===== config.mk =====
export PLATFORM = sky130hd
export DESIGN_NAME = log_record_chunk_framer
export DESIGN_NICKNAME = d
export VERILOG_FILES = /design/src/rtl/core/lrcf_pkg.sv /design/src/rtl/core/lrcf_framer.sv /design/src/rtl/core/lrcf_serializer.sv /design/src/rtl/core/log_record_chunk_framer.sv
export SDC_FILE = /design/constraint.sdc
export NUM_CORES = 1
export LEC_CHECK = 0
export BUFFER_PORTS_ARGS = -buffer_cell sky130_fd_sc_hd__buf_2
export CAP_MARGIN = 0
export CORE_ASPECT_RATIO = 0.6
export CORE_UTILIZATION = 65
export CTS_CLUSTER_DIAMETER = 100
export DETAILED_ROUTE_END_ITERATION = 8
export PLACE_DENSITY = 0.88
export SLEW_MARGIN = 20
export SYNTH_ARGS = -nofsm -noshare
export SYNTH_HDL_FRONTEND = slang
export SYNTH_SLANG_ARGS = --single-unit
export TNS_END_PERCENT = 100

===== constraint.sdc =====
create_clock -name clock -period 10.5 [get_ports clock]
set_clock_uncertainty 0.2 [all_clocks]
set_input_delay 2.625 -clock clock [delete_from_list [all_inputs] [get_ports clock]]
set_output_delay 2.625 -clock clock [all_outputs]
set_load 0.02 [all_outputs]

===== src/rtl/core/lrcf_pkg.sv =====
// ----------------------------------------------------------------------------
// lrcf_pkg
// Types and constants shared by the log record chunk framer.
// ----------------------------------------------------------------------------
`default_nettype none

package lrcf_pkg;

   localparam int unsigned CHUNK_MAX   = 65535;
   localparam int unsigned FRAME_BYTES = 7;
   localparam int unsigned CNT_W       = $clog2(FRAME_BYTES + 1);

   localparam logic [7:0] MARK_SYNC  = 8'h08;
   localparam logic [7:0] MARK_ASYNC = 8'h09;
   localparam logic [7:0] MARK_END   = 8'h00;

   localparam logic MODE_SYNC  = 1'b0;
   localparam logic MODE_ASYNC = 1'b1;

   typedef struct packed {
      logic        mode;
      logic [7:0]  data_byte;
      logic [30:0] record_length;
   } req_type;

   typedef struct packed {
      logic [7:0] out_byte;
      logic       last_of_run;
      logic       record_done;
   } rsp_type;

   // bytes go out from index 0 upward; count 0 means no output
   typedef struct packed {
      logic [FRAME_BYTES-1:0][7:0] bytes;
      logic [CNT_W-1:0]            count;
      logic                        done;
   } frame_type;

endpackage

`default_nettype wire


===== src/rtl/core/lrcf_framer.sv =====
// ----------------------------------------------------------------------------
// lrcf_framer
// Record and chunk state; builds the framed bytes for one input beat.
// ----------------------------------------------------------------------------
`default_nettype none

module lrcf_framer (
   input  wire logic                clock,
   input  wire logic                reset,
   input  wire lrcf_pkg::req_type   req,
   input  wire logic                accept,
   output lrcf_pkg::frame_type      frame
);

   logic [15:0] seq_ff, seq_in;
   logic [30:0] rec_left_ff, rec_left_in;
   logic [15:0] chk_left_ff, chk_left_in;
   logic        mode_ff, mode_in;

   logic        start, drop, new_chunk, trailer;
   logic [30:0] rec_eff;
   logic [15:0] chk_eff, clen, seq_inc, seq_out;
   logic        mode_eff;

   always_comb begin
      start     = (rec_left_ff == '0);
      drop      = start && (req.record_length == '0);
      rec_eff   = start ? req.record_length : rec_left_ff;
      mode_eff  = start ? req.mode : mode_ff;
      chk_eff   = start ? 16'd0 : chk_left_ff;
      new_chunk = (chk_eff == '0);

      if (rec_eff > 31'(lrcf_pkg::CHUNK_MAX)) begin
         clen = 16'(lrcf_pkg::CHUNK_MAX);
      end else begin
         clen = rec_eff[15:0];
      end
      if (clen == '0) begin
         clen = 16'd1;
      end

      seq_inc = seq_ff + 16'd1;
      if (seq_inc == '0) begin
         seq_inc = 16'd1;
      end
      seq_out = (mode_eff == lrcf_pkg::MODE_SYNC) ? seq_inc : 16'd0;

      chk_left_in = (new_chunk ? clen : chk_eff) - 16'd1;
      rec_left_in = rec_eff - 31'd1;
      mode_in     = mode_eff;
      seq_in      = (new_chunk && mode_eff == lrcf_pkg::MODE_SYNC) ? seq_inc : seq_ff;
      trailer     = (chk_left_in == '0);

      frame.bytes = '0;
      if (new_chunk) begin
         frame.bytes[0] = (mode_eff == lrcf_pkg::MODE_SYNC) ? lrcf_pkg::MARK_SYNC
                                                           : lrcf_pkg::MARK_ASYNC;
         frame.bytes[1] = seq_out[7:0];
         frame.bytes[2] = seq_out[15:8];
         frame.bytes[3] = clen[7:0];
         frame.bytes[4] = clen[15:8];
         frame.bytes[5] = req.data_byte;
         frame.bytes[6] = lrcf_pkg::MARK_END;
      end else begin
         frame.bytes[0] = req.data_byte;
         frame.bytes[1] = lrcf_pkg::MARK_END;
      end

      if (drop) begin
         frame.count = '0;
      end else begin
         frame.count = lrcf_pkg::CNT_W'(1)
                     + (new_chunk ? lrcf_pkg::CNT_W'(5) : lrcf_pkg::CNT_W'(0))
                     + (trailer ? lrcf_pkg::CNT_W'(1) : lrcf_pkg::CNT_W'(0));
      end
      frame.done = trailer && (rec_left_in == '0);
   end

   always_ff @(posedge clock) begin
      if (reset) begin
         seq_ff      <= '0;
         rec_left_ff <= '0;
         chk_left_ff <= '0;
         mode_ff     <= '0;
      end else if (accept && !drop) begin
         seq_ff      <= seq_in;
         rec_left_ff <= rec_left_in;
         chk_left_ff <= chk_left_in;
         mode_ff     <= mode_in;
      end
   end

endmodule

`default_nettype wire


===== src/rtl/core/lrcf_serializer.sv =====
// ----------------------------------------------------------------------------
// lrcf_serializer
// Holds one beat's framed bytes and shifts them out through an output register.
// ----------------------------------------------------------------------------
`default_nettype none

module lrcf_serializer (
   input  wire logic                clock,
   input  wire logic                reset,
   input  wire lrcf_pkg::frame_type frame,
   input  wire logic                accept,
   output logic                     ready,
   output logic                     rsp_valid,
   input  wire logic                rsp_ready,
   output lrcf_pkg::rsp_type        rsp_data
);

   logic [lrcf_pkg::FRAME_BYTES-1:0][7:0] buf_ff, buf_in;
   logic [lrcf_pkg::CNT_W-1:0]            cnt_ff, cnt_in;
   logic                                  done_ff, done_in;
   logic                                  out_valid_ff, out_valid_in;
   lrcf_pkg::rsp_type                     out_ff, out_in;
   logic                                  take;

   always_comb begin
      take  = (cnt_ff != '0) && (!out_valid_ff || rsp_ready);
      ready = (cnt_ff == '0) || ((cnt_ff == lrcf_pkg::CNT_W'(1)) && take);

      buf_in  = buf_ff;
      cnt_in  = cnt_ff;
      done_in = done_ff;
      if (accept) begin
         buf_in  = frame.bytes;
         cnt_in  = frame.count;
         done_in = frame.done;
      end else if (take) begin
         buf_in  = {8'h00, buf_ff[lrcf_pkg::FRAME_BYTES-1:1]};
         cnt_in  = cnt_ff - lrcf_pkg::CNT_W'(1);
      end

      out_in       = out_ff;
      out_valid_in = out_valid_ff;
      if (take) begin
         out_in.out_byte    = buf_ff[0];
         out_in.last_of_run = (cnt_ff == lrcf_pkg::CNT_W'(1));
         out_in.record_done = (cnt_ff == lrcf_pkg::CNT_W'(1)) && done_ff;
         out_valid_in       = 1'b1;
      end else if (rsp_ready) begin
         out_valid_in = 1'b0;
      end
   end

   always_ff @(posedge clock) begin
      if (reset) begin
         cnt_ff       <= '0;
         out_valid_ff <= 1'b0;
      end else begin
         cnt_ff       <= cnt_in;
         out_valid_ff <= out_valid_in;
      end
   end

   always_ff @(posedge clock) begin
      buf_ff  <= buf_in;
      done_ff <= done_in;
      out_ff  <= out_in;
   end

   assign rsp_valid = out_valid_ff;
   assign rsp_data  = out_ff;

endmodule

`default_nettype wire


===== src/rtl/core/log_record_chunk_framer.sv =====
// ----------------------------------------------------------------------------
// log_record_chunk_framer
// Frames a byte-serial log record into chunks with marker, sequence number,
// length header and trailer.
//
//   channel  dir  beat contents
//   req_     in   mode, data_byte, record_length (length/mode used on first byte)
//   rsp_     out  out_byte, last_of_run, record_done
//
// An input beat yields 0 to 7 output beats, one per cycle while rsp_ready holds;
// a plain data byte yields one, so inside a chunk one input beat per cycle.
// The next input beat is taken in the cycle the previous beat's last byte moves
// into the output register. Output stalls back up through the byte buffer.
// Reset is synchronous and clears all record and sequence state.
// ----------------------------------------------------------------------------
`default_nettype none

module log_record_chunk_framer (
   input  wire logic              clock,
   input  wire logic              reset,
   input  wire logic              req_valid,
   output logic                   req_ready,
   input  wire lrcf_pkg::req_type req_data,
   output logic                   rsp_valid,
   input  wire logic              rsp_ready,
   output lrcf_pkg::rsp_type      rsp_data
);

   lrcf_pkg::frame_type frame;
   logic                accept;

   assign accept = req_valid && req_ready;

   lrcf_framer u_framer (
      .clock  (clock),
      .reset  (reset),
      .req    (req_data),
      .accept (accept),
      .frame  (frame)
   );

   lrcf_serializer u_serializer (
      .clock     (clock),
      .reset     (reset),
      .frame     (frame),
      .accept    (accept),
      .ready     (req_ready),
      .rsp_valid (rsp_valid),
      .rsp_ready (rsp_ready),
      .rsp_data  (rsp_data)
   );

endmodule

`default_nettype wire


## Yosys cells after proc, flatten, opt, wreduce, memory -nomap -nowiden

Cells that the tools add are included.

- Register bits after elaboration: 135
- Logic and storage cells: 70

- Bitwise gates (word level): 1
- Equality and inequality tests: 1
- Reductions and logical operators: 24
- Add/sub/neg operators: 6
- Muxes and demuxes: 20
- Magnitude comparators: 1

Operator list:

| cell | number |
|---|---|
| two-way mux 16 bit | 7 |
| two-way mux 56 bit | 2 |
| logical NOT 31 bit | 3 |
| logical NOT 16 bit | 4 |
| two-way mux 32 bit | 1 |
| > comparator 31 x 16 -> 1 bit, second input constant | 1 |
| two-way mux 31 bit | 1 |
| subtractor 31 x 1 -> 31 bit, second input constant | 1 |
| adder 16 x 1 -> 16 bit, second input constant | 1 |
| subtractor 16 x 1 -> 16 bit, second input constant | 1 |
| two-way mux 3 bit | 4 |
| logical AND 1 bit | 8 |
| two-way mux 1 bit | 5 |
| nonzero test 2 bit | 2 |
| adder 2 x 3 -> 3 bit, first input constant | 1 |
| adder 3 bit | 1 |
| equality test 3 x 1 -> 1 bit, second input constant | 1 |
| logical NOT 3 bit | 1 |
| nonzero test 3 bit | 1 |
| subtractor 3 x 1 -> 3 bit, second input constant | 1 |
| logical NOT 1 bit | 2 |
| logical OR 1 bit | 2 |
| AND reduction 2 bit | 1 |
| inverter 1 bit | 1 |

## Depth between registers and ports, before layout

Gate-level depths: netlist (run 1).

- Depth after elaboration: 13
- Depth in mapped cells: 29

## Modules after synthesis

From an unflattened synthesis (run 1), not the netlist that was laid out.

- Cell total of the unflattened synthesis: 1019
- Area, all modules: 8872.3 um2

Modules (own cells, without submodules):

| module | area each (um2) | sequential area each (um2) | instances | cells each |
|---|---|---|---|---|
| lrcf_framer | 5953.2 | 1281.2 | 1 | 853 |
| lrcf_serializer | 2912.8 | 2092.0 | 1 | 165 |
| log_record_chunk_framer | 6.3 | 0.0 | 1 | 1 |

## Least setup slack after synthesis (run 1)

No wires, ideal clock.

- Kind: in2reg
- Start: input req_data[18] (netlist name)
- End: register u_serializer.cnt_ff[0] (netlist name)
- Library setup time: 0.128 ns
- Setup slack: 3.277 ns
- Arrival: 6.896 ns
- Data required time: 10.172 ns
- Buffers on the path: 2
- Stages on the path: 20
- Cell sequence: or4_4 or4b_4 nor4_4 o221ai_2 or2_1 o21ai_2 buf_2 buf_1 a21oi_1 a21oi_1 ha_1 o21ai_0 or4_1 nor4_1 nand4_1 or2_1 ha_1 nor2_1 a21oi_1 nor2_1

- Word-level cells in the longest chain between the ends: 12
- Elaborated cells between the ends (all ways): 14

Ends and longest elaborated chain:

| what | line | source |
|---|---|---|
| start, declared | log_record_chunk_framer.sv:23 | `input wire lrcf_pkg::req_type req_data,` |
| two-way mux 31 bit | lrcf_framer.sv:28 | `rec_eff = start ? req.record_length : rec_left_ff;` |
| > comparator 31 x 16 -> 1 bit | lrcf_framer.sv:33 | `if (rec_eff > 31'(lrcf_pkg::CHUNK_MAX)) begin` |
| two-way mux 16 bit | lrcf_framer.sv:33 |  |
| logical NOT 16 bit | lrcf_framer.sv:38 | `if (clen == '0) begin` |
| two-way mux 16 bit | lrcf_framer.sv:38 |  |
| two-way mux 16 bit | lrcf_framer.sv:48 | `chk_left_in = (new_chunk ? clen : chk_eff) - 16'd1;` |
| subtractor 16 x 1 -> 16 bit | lrcf_framer.sv:48 |  |
| logical NOT 16 bit | lrcf_framer.sv:52 | `trailer = (chk_left_in == '0);` |
| two-way mux 1 bit | lrcf_framer.sv:74 | `+ (trailer ? lrcf_pkg::CNT_W'(1) : lrcf_pkg::CNT_W'(0));` |
| adder 3 bit | lrcf_framer.sv:74 |  |
| two-way mux 3 bit (*) | lrcf_framer.sv:69 | `if (drop) begin` |
| two-way mux 3 bit (*) | lrcf_serializer.sv:32 | `if (accept) begin` |
| end signal, assigned | lrcf_serializer.sv:58 | `cnt_ff <= cnt_in;` |
| end, declared | lrcf_serializer.sv:19 | `logic [lrcf_pkg::CNT_W-1:0] cnt_ff, cnt_in;` |

Every way passes the cells marked *; elsewhere a longest branch is shown, timed or not.
A chain may end at the register's enable or synchronous reset.

## Worst setup path after layout (run 1)

- Start: input req_data[17] (netlist name)
- End: register u_serializer.cnt_ff[0] (netlist name)

- Word-level cells in the longest chain between the ends: 12
- Elaborated cells between the ends (all ways): 14

Ends and longest elaborated chain:

| what | line | source |
|---|---|---|
| two-way mux 31 bit (*) | lrcf_framer.sv:28 |  |
| > comparator 31 x 16 -> 1 bit (*) | lrcf_framer.sv:33 |  |
| two-way mux 16 bit (*) | lrcf_framer.sv:33 |  |
| logical NOT 16 bit | lrcf_framer.sv:38 |  |
| two-way mux 16 bit (*) | lrcf_framer.sv:38 |  |
| two-way mux 16 bit (*) | lrcf_framer.sv:48 |  |
| subtractor 16 x 1 -> 16 bit (*) | lrcf_framer.sv:48 |  |
| via u_framer.chk_left_in[0] | lrcf_framer.sv:17 | `logic [15:0] chk_left_ff, chk_left_in;` |
| logical NOT 16 bit (*) | lrcf_framer.sv:52 |  |
| two-way mux 1 bit (*) | lrcf_framer.sv:74 |  |
| adder 3 bit (*) | lrcf_framer.sv:74 |  |
| two-way mux 3 bit (*) | lrcf_framer.sv:69 |  |
| two-way mux 3 bit (*) | lrcf_serializer.sv:32 |  |

The timed path passes the listed nets; every way through them passes the cells marked *.

==> results.md, run 1 <==
## Outcome
* **status** finished clean

## Global route
* **number of antenna violations at the first check in global routing** 1
* **vias in the first global route** 7460
* **overflow left after global routing** 0
* **pin count of the biggest net entering global routing** 69
* **global-route wire length before repair** 42200 um
* **global routing usage summed across all routing layers** 43.9%

## Route
* **1st-pass router iterations** 6
* **via count** 8482
* **Detailed Route WL** 27900 um
* **via density per instance** 7.19
* **number of DRC markers in iteration 0** 1630
* **count of antenna-violating nets left after detailed routing** 0
* **post-route DRC violation count** 0
* **detail-routed net length per standard cell** 23.7 um

## Cells and area
* **relative area change from synthesis to final layout** 11.9%
* **number of inserted diodes** 0
* **leading cell types in the layout, fill and taps excluded** sky130_fd_sc_hd__nand2_1, sky130_fd_sc_hd__nor2_1, sky130_fd_sc_hd__a21oi_1, sky130_fd_sc_hd__dfxtp_1, sky130_fd_sc_hd__edfxtp_1
* **NumNets Final** 1061
* **fraction of layout instances using a drive strength above 1** 13.0%
* **most frequent standard cell in the layout excluding fill and tap cells** sky130_fd_sc_hd__nand2_1

## Floorplan
* **DIE HEIGHT** 88.0 um
* **effective utilization at floorplan** 68.9%
* **die boundary width** 145 um
* **number of I/O pins** 56
* **# rows** 30
* **area of the core** 11600 um^2
* **floorplan die area** 12800 um^2

## Yosys
* **Yosys reg bits** 127
* **multiplexer share of the synthesized area** 1.44%
* **top cell type by total area after synthesis** sky130_fd_sc_hd__edfxtp_1
* **number of nets in the synthesized netlist** 1035
* **YS warnings** 0
* **post-synthesis instance area** 8010 um^2
* **cell count after synthesis** 981
* **share of synthesized flip-flops with an asynchronous set or reset** 0%
* **post-synthesis xor/xnor area fraction** 5.57%
* **number of distinct library cells after synthesis** 76
* **fraction of the mapped netlist area in adder cells** 1.56%
* **synthesized area per cell** 8.17 um^2
* **count of flip-flops with a built-in enable after synthesis** 59
* **fraction of the mapped netlist area in simple logic gates** 28.8%
* **most used flip-flop cell after synthesis** sky130_fd_sc_hd__dfxtp_1
* **largest cells by area after synthesis** sky130_fd_sc_hd__edfxtp_1, sky130_fd_sc_hd__dfxtp_1, sky130_fd_sc_hd__nand2_1
* **dominant combinational cell family by area after synthesis** simple AND/OR/NAND/NOR gates
* **synthesized-area fraction occupied by ao, oa, aoi and oai cells** 19.7%
* **share of the yosys chip area belonging to registers** 39.1%
* **share of Yosys cell area claimed by the top area cell type** 22.1%

## Timing
* **headroom to the max-slew limit** 24.3%
* **Final Critical Period** 7.83 ns
* **TNS Setup** 0 ns
* **fin. max-slew vios** 0
* **Peak Freq** 0.128 GHz
* **slew at the pin with the worst max-slew slack** 1.14 ns
* **fin crit share** 74.6%
* **Final setup violation count** 0
* **RSZ-0062 raised after global routing** no
* **Fin. Hold Viols** 0

## Clocking
* **insertion delay of the later-clocked pin in the worst-skew pair** 0.43 ns
* **H-Tree Level Count** 4
* **count of clock tree sinks** 127
* **Post CTS Setup Buffer Count** 0
* **CTS root buf** sky130_fd_sc_hd__clkbuf_16
* **maximum clock path buffer count** 2
* **Inserted Clock Buffers** 17
* **clock tree from TritonCTS** built
* **post-CTS sizing** 0
* **hold-fix buffer count after cts** 0
* **register clock-pin slew on the reported worst setup and hold paths** 0.06 ns

## Worst setup path
* **ordered cell list for the critical path** buf_2, or4_4, or4b_4, nor4_4, o221ai_2, or2_1, o21ai_2, a21oi_1, a21oi_1, ha_1, and3_1, mux2i_1, o21ai_0, and2_1, nand4_1, or2_1, ha_1, nor2_1, a21oi_1, nor2_1
* **Crit path top cell by count** sky130_fd_sc_hd__a21oi_1
* **crit path buf inv count** 1
* **worst reg-to-reg path cell count** 22
* **reg-to-reg critical path startpoint** u_framer.rec_left_ff[12]
* **Crit path largest cell delay** 0.90 ns
* **data required time of the worst path** 10.58 ns
* **Critical Setup Path Class** input pin to flop
* **critical register-to-register path endpoint** u_serializer.cnt_ff[0]
* **family with the most delay on the worst path** simple AND/OR/NAND/NOR gates
* **type of element capturing the critical path** flop
* **reg-to-reg slack, setup** 3.58 ns
* **CP Depth** 20
* **CP startpoint kind** input pin
* **signal arrival time at the worst endpoint** 7.91 ns
* **critical path startpoint** req_data[17]
* **critical path fanouts, max** 25
* **cell at the slowest stage of the critical path** sky130_fd_sc_hd__o21ai_2

## Place
* **RD Place Congestion** 1.05
* **Port Buffer Count** 55
* **Detailed Place HPWL** 19200 um

## Worst hold path
* **endpoint with the worst hold slack** u_serializer.rsp_data[6]
* **number of cells traversed by the worst hold path** 0
* **min-delay worst type** flop to flop
* **Worst Min Path Start** u_serializer.buf_ff[4]

## Flow run
* **# Max-Cap Violations** 0

worst max-delay path by stage:
stage	slack [ns]	to
after floorplan	3.28	u_serializer.cnt_ff[0]
after global placement	2.68	u_serializer.cnt_ff[0]
after detailed placement	2.50	u_serializer.cnt_ff[0]
after CTS	2.86	u_serializer.cnt_ff[0]
after global routing	2.42	u_serializer.cnt_ff[0]
final	2.67	u_serializer.cnt_ff[0]
area by class of cell:
type / instances / area [um^2]
Multi-Input combinational cell: 777 / 4610
Sequential cell: 127 / 3130
Fill cell: 804 / 2670
Clock buffer: 17 / 425
Timing Repair Buffer: 70 / 388
Tap cell: 160 / 200
Clock inverter: 15 / 160
Inverter: 14 / 52.6
cell usage after synthesis (all sizes together) (6+ instances only):
library cell,number
nand2,132
nor2,106
a21oi,86
dfxtp,68
edfxtp,59
nor3,56
o21ai,54
clkbuf,41
xnor2,29
nor4,25
nand3,24
and3,23
buf,22
xor2,22
or3,21
a211oi,18
nand4,18
inv,13
a21o,12
a31oi,11
ha,10
or2,10
or4,10
and2,8
nor2b,8
o31ai,8
mux2i,7
o211ai,6
sequential cells by signal (all words and copies together) (netlist names):
signal and count:
u_serializer.rsp_valid 1, u_serializer.cnt_ff 3, u_serializer.buf_ff 48, u_serializer.done_ff 1, u_framer.mode_ff 1, u_framer.chk_left_ff 16
u_framer.rec_left_ff 31, u_framer.seq_ff 16, u_serializer.rsp_data 10
cell families after synthesis:
logic type | Yosys count
simple gates | 458
compound gates | 247
flops | 127
buf+inv | 77
xor+xnor | 51
mux | 11
fa+ha+maj | 10
stage by stage:
| stage | utilization [%] | worst slack (ns) | area [um^2] | instances | hold slack, ns |
|---|---|---|---|---|---|
| global placement | 72.0 | 2.68 | 8370 | 1148 | 0.201 |
| global route | 77.0 | 2.42 | 8960 | 1180 | 0.220 |
| CTS | 77.0 | 2.86 | 8960 | 1180 | 0.219 |
| detailed placement | 72.0 | 2.50 | 8370 | 1148 | 0.205 |
| floorplan | - | 3.28 | 8010 | 981 | 0.200 |
| finish | 77.0 | 2.67 | 8960 | 1180 | 0.218 |
layer usage:
layer | vias to the layer above | GRT usage [%] | part of all wire [%]
met3 | 95 | 16.8 | 19
li1 | 3674 | - | -
met4 | 0 | 14.3 | 2.3
met2 | 797 | 60.5 | 39
met1 | 3916 | 62.6 | 40
met5 | - | 0 | 0
Power of run 1 is left out: the tool's default activity adds up to more than one toggle a clock period on the data nets, which glitch-free logic cannot reach.
==> run 2: changes to the inputs <==
--- a/config.mk
+++ b/config.mk
@@ -8,10 +8,10 @@
 export BUFFER_PORTS_ARGS = -buffer_cell sky130_fd_sc_hd__buf_2
 export CAP_MARGIN = 0
 export CORE_ASPECT_RATIO = 0.6
-export CORE_UTILIZATION = 65
+export CORE_UTILIZATION = 61
 export CTS_CLUSTER_DIAMETER = 100
 export DETAILED_ROUTE_END_ITERATION = 8
-export PLACE_DENSITY = 0.88
+export PLACE_DENSITY = 0.83
 export SLEW_MARGIN = 20
 export SYNTH_ARGS = -nofsm -noshare
 export SYNTH_HDL_FRONTEND = slang
==> constraint.sdc (replaced) <==
create_clock -name clock -period 7.3 [get_ports clock]
set_clock_uncertainty 0.2 [all_clocks]
set_input_delay 1.825 -clock clock [delete_from_list [all_inputs] [get_ports clock]]
set_output_delay 1.825 -clock clock [all_outputs]
set_load 0.02 [all_outputs]
==> results.md, run 2 (same netlist as run 1, synthesis figures left out) <==
## Route
* **via count** 8171
* **count of antenna-violating nets left after detailed routing** 0
* **detail-routed net length per standard cell** 22.1 um
* **number of DRC markers in iteration 0** 1129
* **Detailed Route WL** 26500 um
* **1st-pass router iterations** 8
* **post-route DRC violation count** 2
* **via density per instance** 6.82

## Timing
* **RSZ-0062 raised after global routing** no
* **Peak Freq** 0.157 GHz
* **TNS Setup** 0 ns
* **fin. max-slew vios** 0
* **headroom to the max-slew limit** 30.5%
* **Fin. Hold Viols** 0
* **slew at the pin with the worst max-slew slack** 1.03 ns
* **Final Critical Period** 6.36 ns
* **worst slack on hold paths** 0.216 ns
* **Final setup violation count** 0
* **slack of the critical path** 0.937 ns
* **fin crit share** 87.2%

## Clocking
* **CTS root buf** sky130_fd_sc_hd__clkbuf_16
* **H-Tree Level Count** 4
* **post-CTS sizing** 0
* **Post CTS Setup Buffer Count** 0
* **Inserted Clock Buffers** 17
* **count of clock tree sinks** 127
* **hold-fix buffer count after cts** 0
* **maximum clock path buffer count** 2
* **clock tree from TritonCTS** built
* **register clock-pin slew on the reported worst setup and hold paths** 0.06 ns
* **insertion delay of the later-clocked pin in the worst-skew pair** 0.42 ns

## Cells and area
* **Largest regs** u_serializer.buf_ff (48), u_framer.rec_left_ff (31)
* **relative area change from synthesis to final layout** 12.6%
* **share of the core filled with cells** 70.5%
* **leading cell types in the layout, fill and taps excluded** sky130_fd_sc_hd__nand2_1, sky130_fd_sc_hd__nor2_1, sky130_fd_sc_hd__a21oi_1, sky130_fd_sc_hd__dfxtp_1, sky130_fd_sc_hd__edfxtp_1
* **register with the highest flop count** u_serializer.buf_ff
* **combined area of the multi-input logic cells** 4610 um^2
* **FF/Latch Area** 3130 um^2
* **most frequent standard cell in the layout excluding fill and tap cells** sky130_fd_sc_hd__nand2_1
* **fraction of layout instances using a drive strength above 1** 13.7%
* **number of inserted diodes** 0
* **fill cell count** 1041
* **flip-flop count of the largest register after layout** 48
* **NumNets Final** 1069

## Place
* **Port Buffer Count** 55
* **Detailed Place HPWL** 18900 um
* **RD Place Congestion** 1.07
* **Placement Setup Slack** 0.677 ns

## Global route
* **pin count of the biggest net entering global routing** 56
* **global routing usage summed across all routing layers** 40.4%
* **overflow left after global routing** 0
* **number of antenna violations at the first check in global routing** 0
* **global-route wire length before repair** 41100 um
* **vias in the first global route** 7156

## Worst setup path
* **data required time of the worst path** 7.38 ns
* **critical path startpoint** req_data[17]
* **family with the most delay on the worst path** simple AND/OR/NAND/NOR gates
* **signal arrival time at the worst endpoint** 6.44 ns
* **crit path buf inv count** 2
* **Crit path top cell by count** sky130_fd_sc_hd__a21oi_1
* **CP startpoint kind** input pin
* **critical path fanouts, max** 24
* **ordered cell list for the critical path** buf_2, or4_4, or4b_4, nor4_4, o221ai_2, or2_1, o21ai_2, buf_4, a21oi_1, a21oi_1, ha_1, and3_1, mux2i_1, o21ai_0, and2_1, nand4_1, or2_1, ha_1, nor2_1, a21oi_1, nor2_1
* **type of element capturing the critical path** flop
* **reg-to-reg slack, setup** 1.06 ns
* **cell at the slowest stage of the critical path** sky130_fd_sc_hd__or4b_4
* **Crit path largest cell delay** 0.55 ns
* **Critical Setup Path Class** input pin to flop
* **reg-to-reg critical path startpoint** u_framer.rec_left_ff[24]

## Outcome
* **failing checks** DRC
* **status** finished with violations

## Floorplan
* **# rows** 32
* **DIE HEIGHT** 90.8 um
* **area of the core** 12800 um^2
* **die boundary width** 150 um
* **floorplan die area** 13600 um^2
* **number of I/O pins** 56
* **effective utilization at floorplan** 62.5%

## Worst hold path
* **Worst Min Path Start** u_serializer.buf_ff[7]
* **min-delay worst type** flop to flop

## Flow run
* **# Max-Cap Violations** 0

## run 2: path summary, 6_finish.rpt
check	to	cells past startpoint
worst max-delay path	u_serializer.cnt_ff[0]	21
worst min-delay path	u_serializer.rsp_data[9]	0
worst max register to register	u_serializer.cnt_ff[0]	20
worst min register to register	u_serializer.rsp_data[9]	0
## run 2: metrics by stage
| stage | std cells | instance area [um^2] |
|---|---|---|
| final | 1198 | 9030 |
| after global routing | 1198 | 9030 |
| after CTS | 1198 | 9020 |
| after detailed placement | 1166 | 8450 |
| after global placement | 1166 | 8450 |
| after floorplan | 981 | 8010 |
## run 2: final cells by class
cell class / count / share of cell area, %
Tap cell: 170 / 2.36
Sequential cell: 127 / 34.7
Timing Repair Buffer: 78 / 4.96
Multi-Input combinational cell: 777 / 51.0
Clock inverter: 13 / 1.34
Clock buffer: 19 / 5.03
Inverter: 14 / 0.582
## run 2: worst register-to-register path: stages (launching register included)
cell and delay [ns]:
sky130_fd_sc_hd__dfxtp_1 0.39, sky130_fd_sc_hd__nor4_1 0.56, sky130_fd_sc_hd__and2_1 0.71, sky130_fd_sc_hd__nand3_1 0.55, sky130_fd_sc_hd__o41a_1 0.55, sky130_fd_sc_hd__or2_1 0.28
sky130_fd_sc_hd__o21ai_2 0.17, sky130_fd_sc_hd__buf_4 0.30, sky130_fd_sc_hd__a21oi_1 0.13, sky130_fd_sc_hd__a21oi_1 0.30, sky130_fd_sc_hd__ha_1 0.33, sky130_fd_sc_hd__and3_1 0.22
sky130_fd_sc_hd__mux2i_1 0.08, sky130_fd_sc_hd__o21ai_0 0.26, sky130_fd_sc_hd__and2_1 0.17, sky130_fd_sc_hd__nand4_1 0.14, sky130_fd_sc_hd__or2_1 0.25, sky130_fd_sc_hd__ha_1 0.27
sky130_fd_sc_hd__nor2_1 0.05, sky130_fd_sc_hd__a21oi_1 0.13, sky130_fd_sc_hd__nor2_1 0.06
## run 2: per-layer routing
layer	share of wire [%]	up-vias	GRT usage [%]	wire [um]
li1	-	3698	-	-
met1	44	3794	62.0	11700
met2	37	625	51.0	9810
met3	17	54	16.7	4450
met4	2.0	0	9.09	529
met5	0	-	0	0
Power of run 2 is left out for the same reason.
==> run 3: changes to the inputs <==
--- a/config.mk
+++ b/config.mk
@@ -5,13 +5,14 @@
 export SDC_FILE = /design/constraint.sdc
 export NUM_CORES = 1
 export LEC_CHECK = 0
+export ABC_AREA = 1
 export BUFFER_PORTS_ARGS = -buffer_cell sky130_fd_sc_hd__buf_2
 export CAP_MARGIN = 0
 export CORE_ASPECT_RATIO = 0.6
 export CORE_UTILIZATION = 61
 export CTS_CLUSTER_DIAMETER = 100
 export DETAILED_ROUTE_END_ITERATION = 8
-export PLACE_DENSITY = 0.83
+export PLACE_DENSITY = 0.84
 export SLEW_MARGIN = 20
 export SYNTH_ARGS = -nofsm -noshare
 export SYNTH_HDL_FRONTEND = slang
==> results.md, run 3 <==
## Outcome
* **status** finished clean

## Clocking
* **insertion delay of the later-clocked pin in the worst-skew pair** 0.42 ns
* **register clock-pin slew on the reported worst setup and hold paths** 0.06 ns
* **Post CTS Setup Buffer Count** 0
* **CTS root buf** sky130_fd_sc_hd__clkbuf_16
* **clock tree from TritonCTS** built
* **Inserted Clock Buffers** 17
* **maximum clock path buffer count** 2
* **count of clock tree sinks** 127
* **post-CTS sizing** 0
* **H-Tree Level Count** 4
* **hold-fix buffer count after cts** 0

## Timing
* **TNS Setup** 0 ns
* **slew at the pin with the worst max-slew slack** 1.15 ns
* **Peak Freq** 0.193 GHz
* **RSZ-0062 raised after global routing** no
* **Fin. Hold Viols** 0
* **fin. max-slew vios** 0
* **Final Critical Period** 5.18 ns
* **headroom to the max-slew limit** 22.6%
* **Final setup violation count** 0
* **fin crit share** 71.0%

## Yosys
* **share of the yosys chip area belonging to registers** 40.6%
* **synthesized area per cell** 7.15 um^2
* **cell count after synthesis** 1078
* **number of distinct library cells after synthesis** 47
* **number of nets in the synthesized netlist** 1132
* **YS warnings** 0
* **top cell type by total area after synthesis** sky130_fd_sc_hd__edfxtp_1
* **share of Yosys cell area claimed by the top area cell type** 23.0%
* **post-synthesis instance area** 7710 um^2
* **largest cells by area after synthesis** sky130_fd_sc_hd__edfxtp_1, sky130_fd_sc_hd__dfxtp_1, sky130_fd_sc_hd__nand2_1
* **share of synthesized flip-flops with an asynchronous set or reset** 0%
* **commonest cells in the netlist** sky130_fd_sc_hd__nand2_1, sky130_fd_sc_hd__inv_1, sky130_fd_sc_hd__nor2_1
* **Yosys reg bits** 127
* **count of flip-flops with a built-in enable after synthesis** 59
* **count leader, synth** sky130_fd_sc_hd__nand2_1
* **most used flip-flop cell after synthesis** sky130_fd_sc_hd__dfxtp_1

## Worst setup path
* **cell at the slowest stage of the critical path** sky130_fd_sc_hd__a21oi_1
* **signal arrival time at the worst endpoint** 5.33 ns
* **Crit path top cell by count** sky130_fd_sc_hd__nand2_1
* **Critical Setup Path Class** input pin to flop
* **data required time of the worst path** 7.45 ns
* **type of element capturing the critical path** flop
* **CP startpoint kind** input pin
* **ordered cell list for the critical path** buf_2, a21oi_1, nand2_1, nor2_1, nand2_1, nor2_1, nand2_1, nand2_4, nand3_2, a21oi_2, ha_1, nand3_2, nor2_4, nand2_1, nor2_1, nand2_1, nand2_1, nand3_1, nor2_1, nand2_1, ha_1, o22ai_1, a21oi_1, nor2_1
* **crit path buf inv count** 1
* **Crit path largest cell delay** 0.34 ns
* **critical path fanouts, max** 28
* **family with the most delay on the worst path** simple AND/OR/NAND/NOR gates

## Global route
* **overflow left after global routing** 0
* **number of antenna violations at the first check in global routing** 0
* **pin count of the biggest net entering global routing** 54
* **global routing usage summed across all routing layers** 33.4%
* **vias in the first global route** 6318
* **global-route wire length before repair** 33100 um

## Route
* **number of DRC markers in iteration 0** 837
* **count of antenna-violating nets left after detailed routing** 0
* **detail-routed net length per standard cell** 16.4 um
* **post-route DRC violation count** 0
* **via count** 7380
* **1st-pass router iterations** 6
* **via density per instance** 5.69
* **Detailed Route WL** 21200 um

## Floorplan
* **area of the core** 12200 um^2
* **effective utilization at floorplan** 63.3%
* **number of I/O pins** 56
* **die boundary width** 147 um
* **floorplan die area** 13100 um^2
* **# rows** 31
* **DIE HEIGHT** 89.1 um

## Cells and area
* **FF/Latch Area** 3130 um^2
* **combined area of the multi-input logic cells** 3760 um^2
* **most frequent standard cell in the layout excluding fill and tap cells** sky130_fd_sc_hd__nand2_1
* **share of the core filled with cells** 70.8%
* **leading cell types in the layout, fill and taps excluded** sky130_fd_sc_hd__nand2_1, sky130_fd_sc_hd__inv_1, sky130_fd_sc_hd__nor2_1, sky130_fd_sc_hd__o21ai_0, sky130_fd_sc_hd__dfxtp_1
* **final cell count without fillers** 1296
* **fill cell count** 1003
* **number of inserted diodes** 0
* **register with the highest flop count** u_serializer.buf_ff
* **fraction of layout instances using a drive strength above 1** 13.4%
* **NumNets Final** 1172
* **flip-flop count of the largest register after layout** 48
* **relative area change from synthesis to final layout** 11.9%
* **Largest regs** u_serializer.buf_ff (48), u_framer.rec_left_ff (31)

## Power and ir drop
* **Total Power** 0.00484 W
* **static leakage** 4.09 nW
* **VDD IR-drop max** 0.263 mV
* **ratio of total power to cell area** 561 nW/um^2

## Place
* **Port Buffer Count** 55
* **RD Place Congestion** 0.974
* **Detailed Place HPWL** 15100 um
* **placed cells** 1264

## Flow run
* **# Max-Cap Violations** 0

## Worst hold path
* **min-delay worst type** flop to flop

## run 3: worst paths after layout
check | startpoint | to | slack, ns | cells past startpoint
setup / recovery | req_data[27] | u_serializer.cnt_ff[1] | 2.12 | 24
hold / removal | u_serializer.buf_ff[6] | u_serializer.rsp_data[8] | 0.22 | 0
setup reg to reg | u_framer.rec_left_ff[23] | u_serializer.cnt_ff[1] | 2.19 | 30
hold reg to reg | u_serializer.buf_ff[6] | u_serializer.rsp_data[8] | 0.22 | 0
## run 3: where the power goes
part | switching [W] | total [W] | internal (W)
sequential | 0.000134 | 0.00130 | 0.00117
clock | 0.000349 | 0.000856 | 0.000507
combinational | 0.00193 | 0.00268 | 0.000752
## run 3: cell families (layout without fill, tap and decap cells)
| logic type | count (synthesis) | count (layout) | share of synthesized area (%) |
|---|---|---|---|
| DFF | 127 | 127 | 40.6 |
| and+or+nand+nor | 528 | 528 | 30.4 |
| buffers and inverters | 209 | 262 | 10.8 |
| AOI/OAI and AO/OA | 167 | 167 | 12.4 |
| xor gates and xnor gates | 37 | 37 | 4.20 |
| adders and majority gates | 10 | 10 | 1.62 |
## run 3: worst reg2reg max path: cells and delay by family (launching register included)
family	cells	cell delay [ns]
fa+ha+maj	3	0.57
compound gates	4	0.75
simple gates	22	3.07
flops	1	0.34
buf+inv	1	0.10
## run 3: final cells by class
class                   instances  share of cell area [%]
well taps                     165                    2.39
clock inverters                15                    1.83
clock buffers                  17                    4.93
flip-flops and latches        127                    36.3
multi-input cells             742                    43.5
repair buffers                 59                    3.54
inverters                     171                    7.45
## run 3: through the flow
| stage | cell area [um^2] | setup slack [ns] | hold WS, ns |
|---|---|---|---|
| global placement | 8040 | 2.02 | 0.202 |
| CTS | 8620 | 2.21 | 0.220 |
| floorplan | 7710 | 2.45 | 0.200 |
| global route | 8630 | 1.74 | 0.232 |
| finish | 8630 | 2.12 | 0.218 |
| detailed placement | 8040 | 1.86 | 0.205 |
## run 3: routing by layer
layer | routed length, um | part of all wire [%] | up-vias | GRT usage (%)
met5 | 0 | 0 | - | 0
met4 | 340 | 1.6 | 0 | 9.18
met3 | 2870 | 14 | 44 | 10.1
met2 | 8100 | 38 | 427 | 45.1
met1 | 9920 | 47 | 3352 | 50.7
li1 | - | - | 3557 | -
Note: power is estimated with default switching activity, not from simulation.
